### src/mandelbox_distance_estimate_macros.svh
// assertion macros shared by the mandelbox distance estimate modules
`ifndef MANDELBOX_DISTANCE_ESTIMATE_MACROS_SVH
`define MANDELBOX_DISTANCE_ESTIMATE_MACROS_SVH

// same-cycle implication
`define MDE_ASSERT_SAME(label, clk, rst_n, ante, cons) \
  label: assert property (@(posedge clk) disable iff (!rst_n) (ante) |-> (cons)) \
    else $error("mde same-cycle check failed");

// next-cycle implication
`define MDE_ASSERT_NEXT(label, clk, rst_n, ante, cons) \
  label: assert property (@(posedge clk) disable iff (!rst_n) (ante) |=> (cons)) \
    else $error("mde next-cycle check failed");

`endif

### src/mde_pkg.sv
// ----------------------------------------------------------------------------
// mde_pkg
// Types, constants and helpers shared by the mandelbox distance estimator.
// ----------------------------------------------------------------------------
package mde_pkg;

  localparam int MAX_ITER_DEF = 32;

  localparam int CFG_IDX_W = 3;
  localparam int CFG_DATA_W = 32;
  localparam logic [CFG_IDX_W-1:0] CFG_ITERATION_COUNT    = 3'd0;
  localparam logic [CFG_IDX_W-1:0] CFG_MIN_RADIUS_SQ      = 3'd1;
  localparam logic [CFG_IDX_W-1:0] CFG_SCALE_RATIO        = 3'd2;
  localparam logic [CFG_IDX_W-1:0] CFG_ABS_SCALE_LESS_ONE = 3'd3;
  localparam logic [CFG_IDX_W-1:0] CFG_SCALE_POWER_OFFSET = 3'd4;

  typedef logic signed [47:0] vec_t;

  localparam vec_t ONE_Q16 = 48'sd65536;
  localparam logic signed [65:0] SAT_LIM = 66'sh7FFF_FFFF_FFFF;

  typedef enum logic [4:0] {
    OP_NOP, OP_LOAD, OP_FOLD, OP_SQ, OP_ACC, OP_FSEL, OP_FTAKE, OP_DSTEP,
    OP_MHI, OP_MLO, OP_MEND, OP_ADD, OP_NLOAD, OP_NSHIFT, OP_RLOAD, OP_RSTEP,
    OP_QLOAD, OP_FINISH
  } op_t;

  typedef enum logic [1:0] {
    BSEL_F, BSEL_SCALE, BSEL_ABS
  } bsel_t;

  typedef struct packed {
    op_t        op;
    logic [1:0] sel;
    logic       use_tmp;
    logic       use_norm;
    bsel_t      bsel;
  } cmd_t;

  typedef struct packed {
    logic oversize;
    logic need_div;
    logic step_last;
    logic norm_ok;
    logic stop;
  } status_t;

  typedef enum logic [4:0] {
    S_IDLE, S_FOLD, S_SQ, S_SQACC, S_FSEL, S_FDIV, S_FTAKE, S_MHI, S_MLO,
    S_MEND, S_ADD, S_CHECK, S_NLD, S_NORM, S_FSQ, S_FSQACC, S_RLD, S_ROOT,
    S_QLD, S_QDIV, S_DONE
  } state_t;

  function automatic vec_t sat47(input logic signed [65:0] v);
    if (v > SAT_LIM) begin
      return SAT_LIM[47:0];
    end else if (v < -SAT_LIM) begin
      return vec_t'(-SAT_LIM);
    end else begin
      return v[47:0];
    end
  endfunction

endpackage

### src/mde_ctrl.sv
// ----------------------------------------------------------------------------
// mde_ctrl
// Sequencer for the fold iterations and the final length and division.
// ----------------------------------------------------------------------------
`include "mandelbox_distance_estimate_macros.svh"

module mde_ctrl #(
  parameter int MAX_ITER = mde_pkg::MAX_ITER_DEF
) (
  input  logic             clk,
  input  logic             rst_n,
  input  logic             start,
  output logic             busy,
  input  logic [5:0]       iteration_count,
  input  mde_pkg::status_t status,
  output mde_pkg::cmd_t    cmd
);
  import mde_pkg::*;

  localparam int IW = $clog2(MAX_ITER + 1);

  state_t state_r, state_nxt;
  logic [1:0] j_r, j_nxt;
  logic pass_r, pass_nxt;
  logic [IW-1:0] it_r, it_nxt, n_r, n_nxt;
  logic [6:0] n_sel;

  always_ff @(posedge clk) begin
    if (!rst_n) begin
      state_r <= S_IDLE;
      j_r <= 2'd0;
      pass_r <= 1'b0;
      it_r <= '0;
      n_r <= '0;
    end else begin
      state_r <= state_nxt;
      j_r <= j_nxt;
      pass_r <= pass_nxt;
      it_r <= it_nxt;
      n_r <= n_nxt;
    end
  end

  always_comb begin
    state_nxt = state_r;
    j_nxt = j_r;
    pass_nxt = pass_r;
    it_nxt = it_r;
    n_nxt = n_r;
    busy = 1'b1;
    cmd.op = OP_NOP;
    cmd.sel = j_r;
    cmd.use_tmp = pass_r;
    cmd.use_norm = 1'b0;
    cmd.bsel = pass_r ? ((j_r == 2'd3) ? BSEL_ABS : BSEL_SCALE) : BSEL_F;
    n_sel = (7'(iteration_count) > 7'(MAX_ITER)) ? 7'(MAX_ITER) : 7'(iteration_count);
    unique case (state_r)
      S_IDLE: begin
        busy = 1'b0;
        if (start) begin
          cmd.op = OP_LOAD;
          n_nxt = IW'(n_sel);
          it_nxt = '0;
          state_nxt = (n_sel == 7'd0) ? S_NLD : S_FOLD;
        end
      end
      S_FOLD: begin
        cmd.op = OP_FOLD;
        j_nxt = 2'd0;
        state_nxt = S_SQ;
      end
      S_SQ: begin
        if (status.oversize) begin
          state_nxt = S_FSEL;
        end else begin
          cmd.op = OP_SQ;
          state_nxt = S_SQACC;
        end
      end
      S_SQACC: begin
        cmd.op = OP_ACC;
        if (j_r == 2'd2) begin
          state_nxt = S_FSEL;
        end else begin
          j_nxt = j_r + 2'd1;
          state_nxt = S_SQ;
        end
      end
      S_FSEL: begin
        cmd.op = OP_FSEL;
        j_nxt = 2'd0;
        pass_nxt = 1'b0;
        state_nxt = status.need_div ? S_FDIV : S_MHI;
      end
      S_FDIV: begin
        cmd.op = OP_DSTEP;
        if (status.step_last) state_nxt = S_FTAKE;
      end
      S_FTAKE: begin
        cmd.op = OP_FTAKE;
        state_nxt = S_MHI;
      end
      S_MHI: begin
        cmd.op = OP_MHI;
        state_nxt = S_MLO;
      end
      S_MLO: begin
        cmd.op = OP_MLO;
        state_nxt = S_MEND;
      end
      S_MEND: begin
        cmd.op = OP_MEND;
        if (pass_r) begin
          state_nxt = S_ADD;
        end else begin
          pass_nxt = 1'b1;
          state_nxt = S_MHI;
        end
      end
      S_ADD: begin
        cmd.op = OP_ADD;
        pass_nxt = 1'b0;
        if (j_r == 2'd3) begin
          state_nxt = S_CHECK;
        end else begin
          j_nxt = j_r + 2'd1;
          state_nxt = S_MHI;
        end
      end
      S_CHECK: begin
        it_nxt = it_r + 1'b1;
        if (status.stop || (IW'(it_r + 1'b1) == n_r)) state_nxt = S_NLD;
        else state_nxt = S_FOLD;
      end
      S_NLD: begin
        cmd.op = OP_NLOAD;
        state_nxt = S_NORM;
      end
      S_NORM: begin
        j_nxt = 2'd0;
        if (status.norm_ok) state_nxt = S_FSQ;
        else cmd.op = OP_NSHIFT;
      end
      S_FSQ: begin
        cmd.op = OP_SQ;
        cmd.use_norm = 1'b1;
        state_nxt = S_FSQACC;
      end
      S_FSQACC: begin
        cmd.op = OP_ACC;
        if (j_r == 2'd2) begin
          state_nxt = S_RLD;
        end else begin
          j_nxt = j_r + 2'd1;
          state_nxt = S_FSQ;
        end
      end
      S_RLD: begin
        cmd.op = OP_RLOAD;
        state_nxt = S_ROOT;
      end
      S_ROOT: begin
        cmd.op = OP_RSTEP;
        if (status.step_last) state_nxt = S_QLD;
      end
      S_QLD: begin
        cmd.op = OP_QLOAD;
        state_nxt = S_QDIV;
      end
      S_QDIV: begin
        cmd.op = OP_DSTEP;
        if (status.step_last) state_nxt = S_DONE;
      end
      S_DONE: begin
        cmd.op = OP_FINISH;
        state_nxt = S_IDLE;
      end
      default: state_nxt = S_IDLE;
    endcase
  end

  `MDE_ASSERT_NEXT(a_accept_busy, clk, rst_n, start && !busy, busy)
  `MDE_ASSERT_SAME(a_iter_bound, clk, rst_n, state_r == S_CHECK, it_r < n_r)
  `MDE_ASSERT_SAME(a_sq_lane, clk, rst_n, state_r == S_SQ || state_r == S_FSQ, j_r != 2'd3)
endmodule

### config.mk
export PLATFORM = sky130hd
export DESIGN_NAME = mde_ctrl
export DESIGN_NICKNAME = d
export VERILOG_FILES = /design/src/mde_pkg.sv /design/src/mde_ctrl.sv
export VERILOG_INCLUDE_DIRS = /design/src /design/src/src
export SDC_FILE = /design/constraint.sdc
export NUM_CORES = 1
export LEC_CHECK = 0
export ABC_AREA = 0
export BUFFER_PORTS_ARGS = -buffer_cell sky130_fd_sc_hd__buf_4
export CORE_ASPECT_RATIO = 0.9
export CORE_MARGIN = 2
export CORE_UTILIZATION = 41
export DETAILED_ROUTE_END_ITERATION = 7
export PLACE_DENSITY = 0.58
export SETUP_SLACK_MARGIN = 0.4
export SYNTH_ARGS = -nofsm -noshare
export SYNTH_HDL_FRONTEND = slang
export SYNTH_SLANG_ARGS = --single-unit
### constraint.sdc
create_clock -name clk -period 3.7 [get_ports clk]
set_input_delay 0.37 -clock clk [delete_from_list [all_inputs] [get_ports clk]]
set_output_delay 0.37 -clock clk [all_outputs]
set_load 0.05 [all_outputs]
==> flow_metrics.tcl <==
set metrics [dict create \
    status "completed" \
    drt-initial-drc-count 131 \
    worst_setup_path_start_kind "flip-flop" \
    htreeDepth 1 \
    stdcell_count 297 \
    io_pins 26 \
    worst_skew_pair.late_latency_ns 0.26 \
    drc 0 \
    grt_pass1_wl_mm 7.49 \
    worstHoldStart "iteration_count[4]" \
    cts_buffer_depth 2 \
    p_leak_uw 0.000787 \
    synth-edff-count 0 \
    place_congestion 0.890 \
    met2_usage_pct 26.8 \
    cts_tree "done" \
    wire_per_inst_um 14.9 \
    ys_ff_latch 20 \
    io_buffers 25 \
    synthFlopType "dfxtp_1" \
    die_width_um 73.4 \
    postPlaceCellArea_um2 1930 \
    ys_warn_count 0 \
    clk_pin_slew_ns 0.08 \
    arrival_ns 2.36 \
    syn-cell-area_um2 1780 \
    syn_to_final_growth_pct 12.4 \
    p_int_uw 507 \
    final_max_slew_viol_count 0 \
    finalInstanceArea_um2 2000 \
    finClkSkew_ns 0.0125 \
    core_area_um2 4130 \
    synth.net_count 256 \
    sw_frac_of_total_pct 39.3 \
    vdd_drop_max_mv 0.187 \
    setup_tns_ns 0 \
    worstPathMaxFanout 30 \
    grtUsageTotal_pct 19.4 \
    grt_pass1_vias 1506 \
    worstMarginPinSlew_ns 0.951 \
    worst_setup_path_end_kind "output pin" \
    power.density_nw_per_um2 417 \
    grt_use_met1_pct 31.0 \
    fmax_mhz 367 \
    setup_viol 0 \
    syn_inst 239 \
    viasPerCell 5.79 \
    ys_types 52 \
    cts_root_buf "clkbuf_8" \
    met3_usage_pct 3.18 \
    clkPwrFrac_pct 26.4 \
    numCtsBuffers 3 \
    post-cts-setup-buffer-count 0 \
    fin_crit_ns 2.73 \
    fill_cells 448 \
    cp.required_ns 3.33 \
    critPathKind "reg -> out" \
    cts_hold_buf 0 \
    r2r_start "state_r[2]" \
    firstDrtPassIters 4 \
    postSynth.asyncResetShare_pct 0 \
    finalHoldViolCount 0 \
    layout_worst_path_cycle_share_pct 73.7 \
    power_frac_comb_pct 40.0 \
    post_cts_resized 0 \
    die_area_um2 4880 \
    drtAntennaViolNets 0 \
    cts.sinks 20 \
    rows 22 \
    overflow 0 \
    seq_area_frac_synth_pct 22.5 \
    n_antenna_cell 0 \
    vias 1719 \
    hp-class "in -> reg" \
    setup.worst_path.start "state_r[2]" \
    wl_mm 4.43 \
    dp_cells 293 \
    maxCapViolCount 0 \
    start_util_pct 43.1 \
    drive_gt1_share_pct 14.5 \
    register_area_um2 400 \
    dp_hpwl_mm 3.19 \
    busiest_layer "met1" \
    rsz0062_at_grt "false" \
    antenna_found_initial 0 \
    switchingPower_uw 328 \
    max_slew_margin_pct 36.5 \
    die_y_um 66.5 \
    multi_input_area_um2 1250 \
    syn_avg_cell_area_um2 7.44 \
    grt_max_degree 31 \
    final_net_count 267 \
    pwr-share-seq_pct 33.6 \
    p_total_uw 835 \
]
## routing by layer
layer / share of wire (%) / vias to the layer above / wire [µm]
met5: 0 / - / 0
met4: 0.88 / 0 / 39
met3: 5.0 / 6 / 223
met2: 42 / 51 / 1840
met1: 52 / 781 / 2320
li1: - / 881 / -
## path summary, 6_finish.rpt
path | end | cells after the start | slack [ns]
max | cmd[7] | 6 | 0.97
min reg2reg | n_r[0] | 2 | 0.49
max reg2reg | state_r[2] | 5 | 1.43
min | n_r[4] | 3 | 0.39
## cell type report
cell class | count | share of cell area [%]
multi-input cells | 194 | 62.5
flip-flops and latches | 20 | 20.0
repair buffers | 27 | 10.1
well taps | 48 | 3.00
clock buffers | 3 | 2.07
clock inverters | 1 | 1.50
inverters | 4 | 0.751
## Yosys cell counts (all sizes together), types with 2 or more instances
cell,count,share of area [%]
and3,7,2.5
o22ai,2,0.70
buf,15,5.1
clkbuf,6,1.3
nor2,13,2.7
or3,5,1.8
nand3b,10,4.2
nor2b,11,3.9
inv,4,0.84
mux2i,3,1.7
nand4b,2,0.98
o21ai,20,5.6
or4,2,0.84
o31a,3,1.5
o2111ai,2,0.98
nor4b,2,0.98
dfxtp,20,23
a21oi,11,3.1
ha,3,2.1
a21boi,12,5.1
o221ai,2,0.98
nand3,7,2.0
nor4,2,1.5
o31ai,2,0.84
xor2,3,1.5
and2,10,3.5
o32a,2,1.1
nand2,22,4.6
o211a,2,1.1
nor3,6,1.7
a31oi,2,0.70
nand2b,7,2.9
xnor2,6,3.0
## cells in the final DEF (no fill, tap or decap), types with 7 or more instances in the layout
master | synthesis | final
a21boi_0 | 8 | 8
nor2b_1 | 11 | 11
nand2_1 | 22 | 22
o21ai_0 | 20 | 20
and2_1 | 10 | 10
a21oi_1 | 11 | 11
nand3b_1 | 10 | 10
buf_4 | 2 | 27
dfxtp_1 | 20 | 20
nor2_1 | 13 | 13
and3_1 | 7 | 7
nand3_1 | 7 | 7
## critical path, stage by stage, from the launching register on
cell and delay (ns):
dfxtp_1 0.95, nor2_1 0.29, nand2_1 0.14, a21oi_1 0.07, o32a_1 0.32, a21oi_1 0.11, buf_4 0.21
## through the flow
stage          setup slack (ns)  hold slack, ns  util (%)
2_1_floorplan              1.05           0.453         -
3_3_place_gp               1.34           0.466      46.7
3_5_place_dp               1.32           0.481      46.7
4_1_cts                    1.04           0.388      48.4
5_1_grt                   0.798           0.407      48.4
6_report                  0.974           0.391      48.4
## flip-flops by register name (all words and copies together), names as in the netlist
register,cells
j_r,2
pass_r,1
n_r,6
it_r,6
state_r,5
## cells by family (layout without fill, tap and decap cells)
kind of cell    count (synthesis)  after routing  synth area share (%)
fa+ha+maj                       3              3                  2.11
mux                             4              4                  2.32
simple gates                  110            110                  35.7
compound gates                 68             68                  25.7
flops                          20             20                  22.5
buf+inv                        25             35                  7.24
xor+xnor                        9              9                  4.43
## power by group through the flow
stage	Sequential, µW	Clock (µW)	Combinational (µW)
after floorplan	267	0	264
after global placement	285	0	334
after CTS	280	225	336
final	281	220	334
after detailed placement	285	0	335
after global routing	288	232	369
No activity file was read; power rests on OpenSTA's default activity.
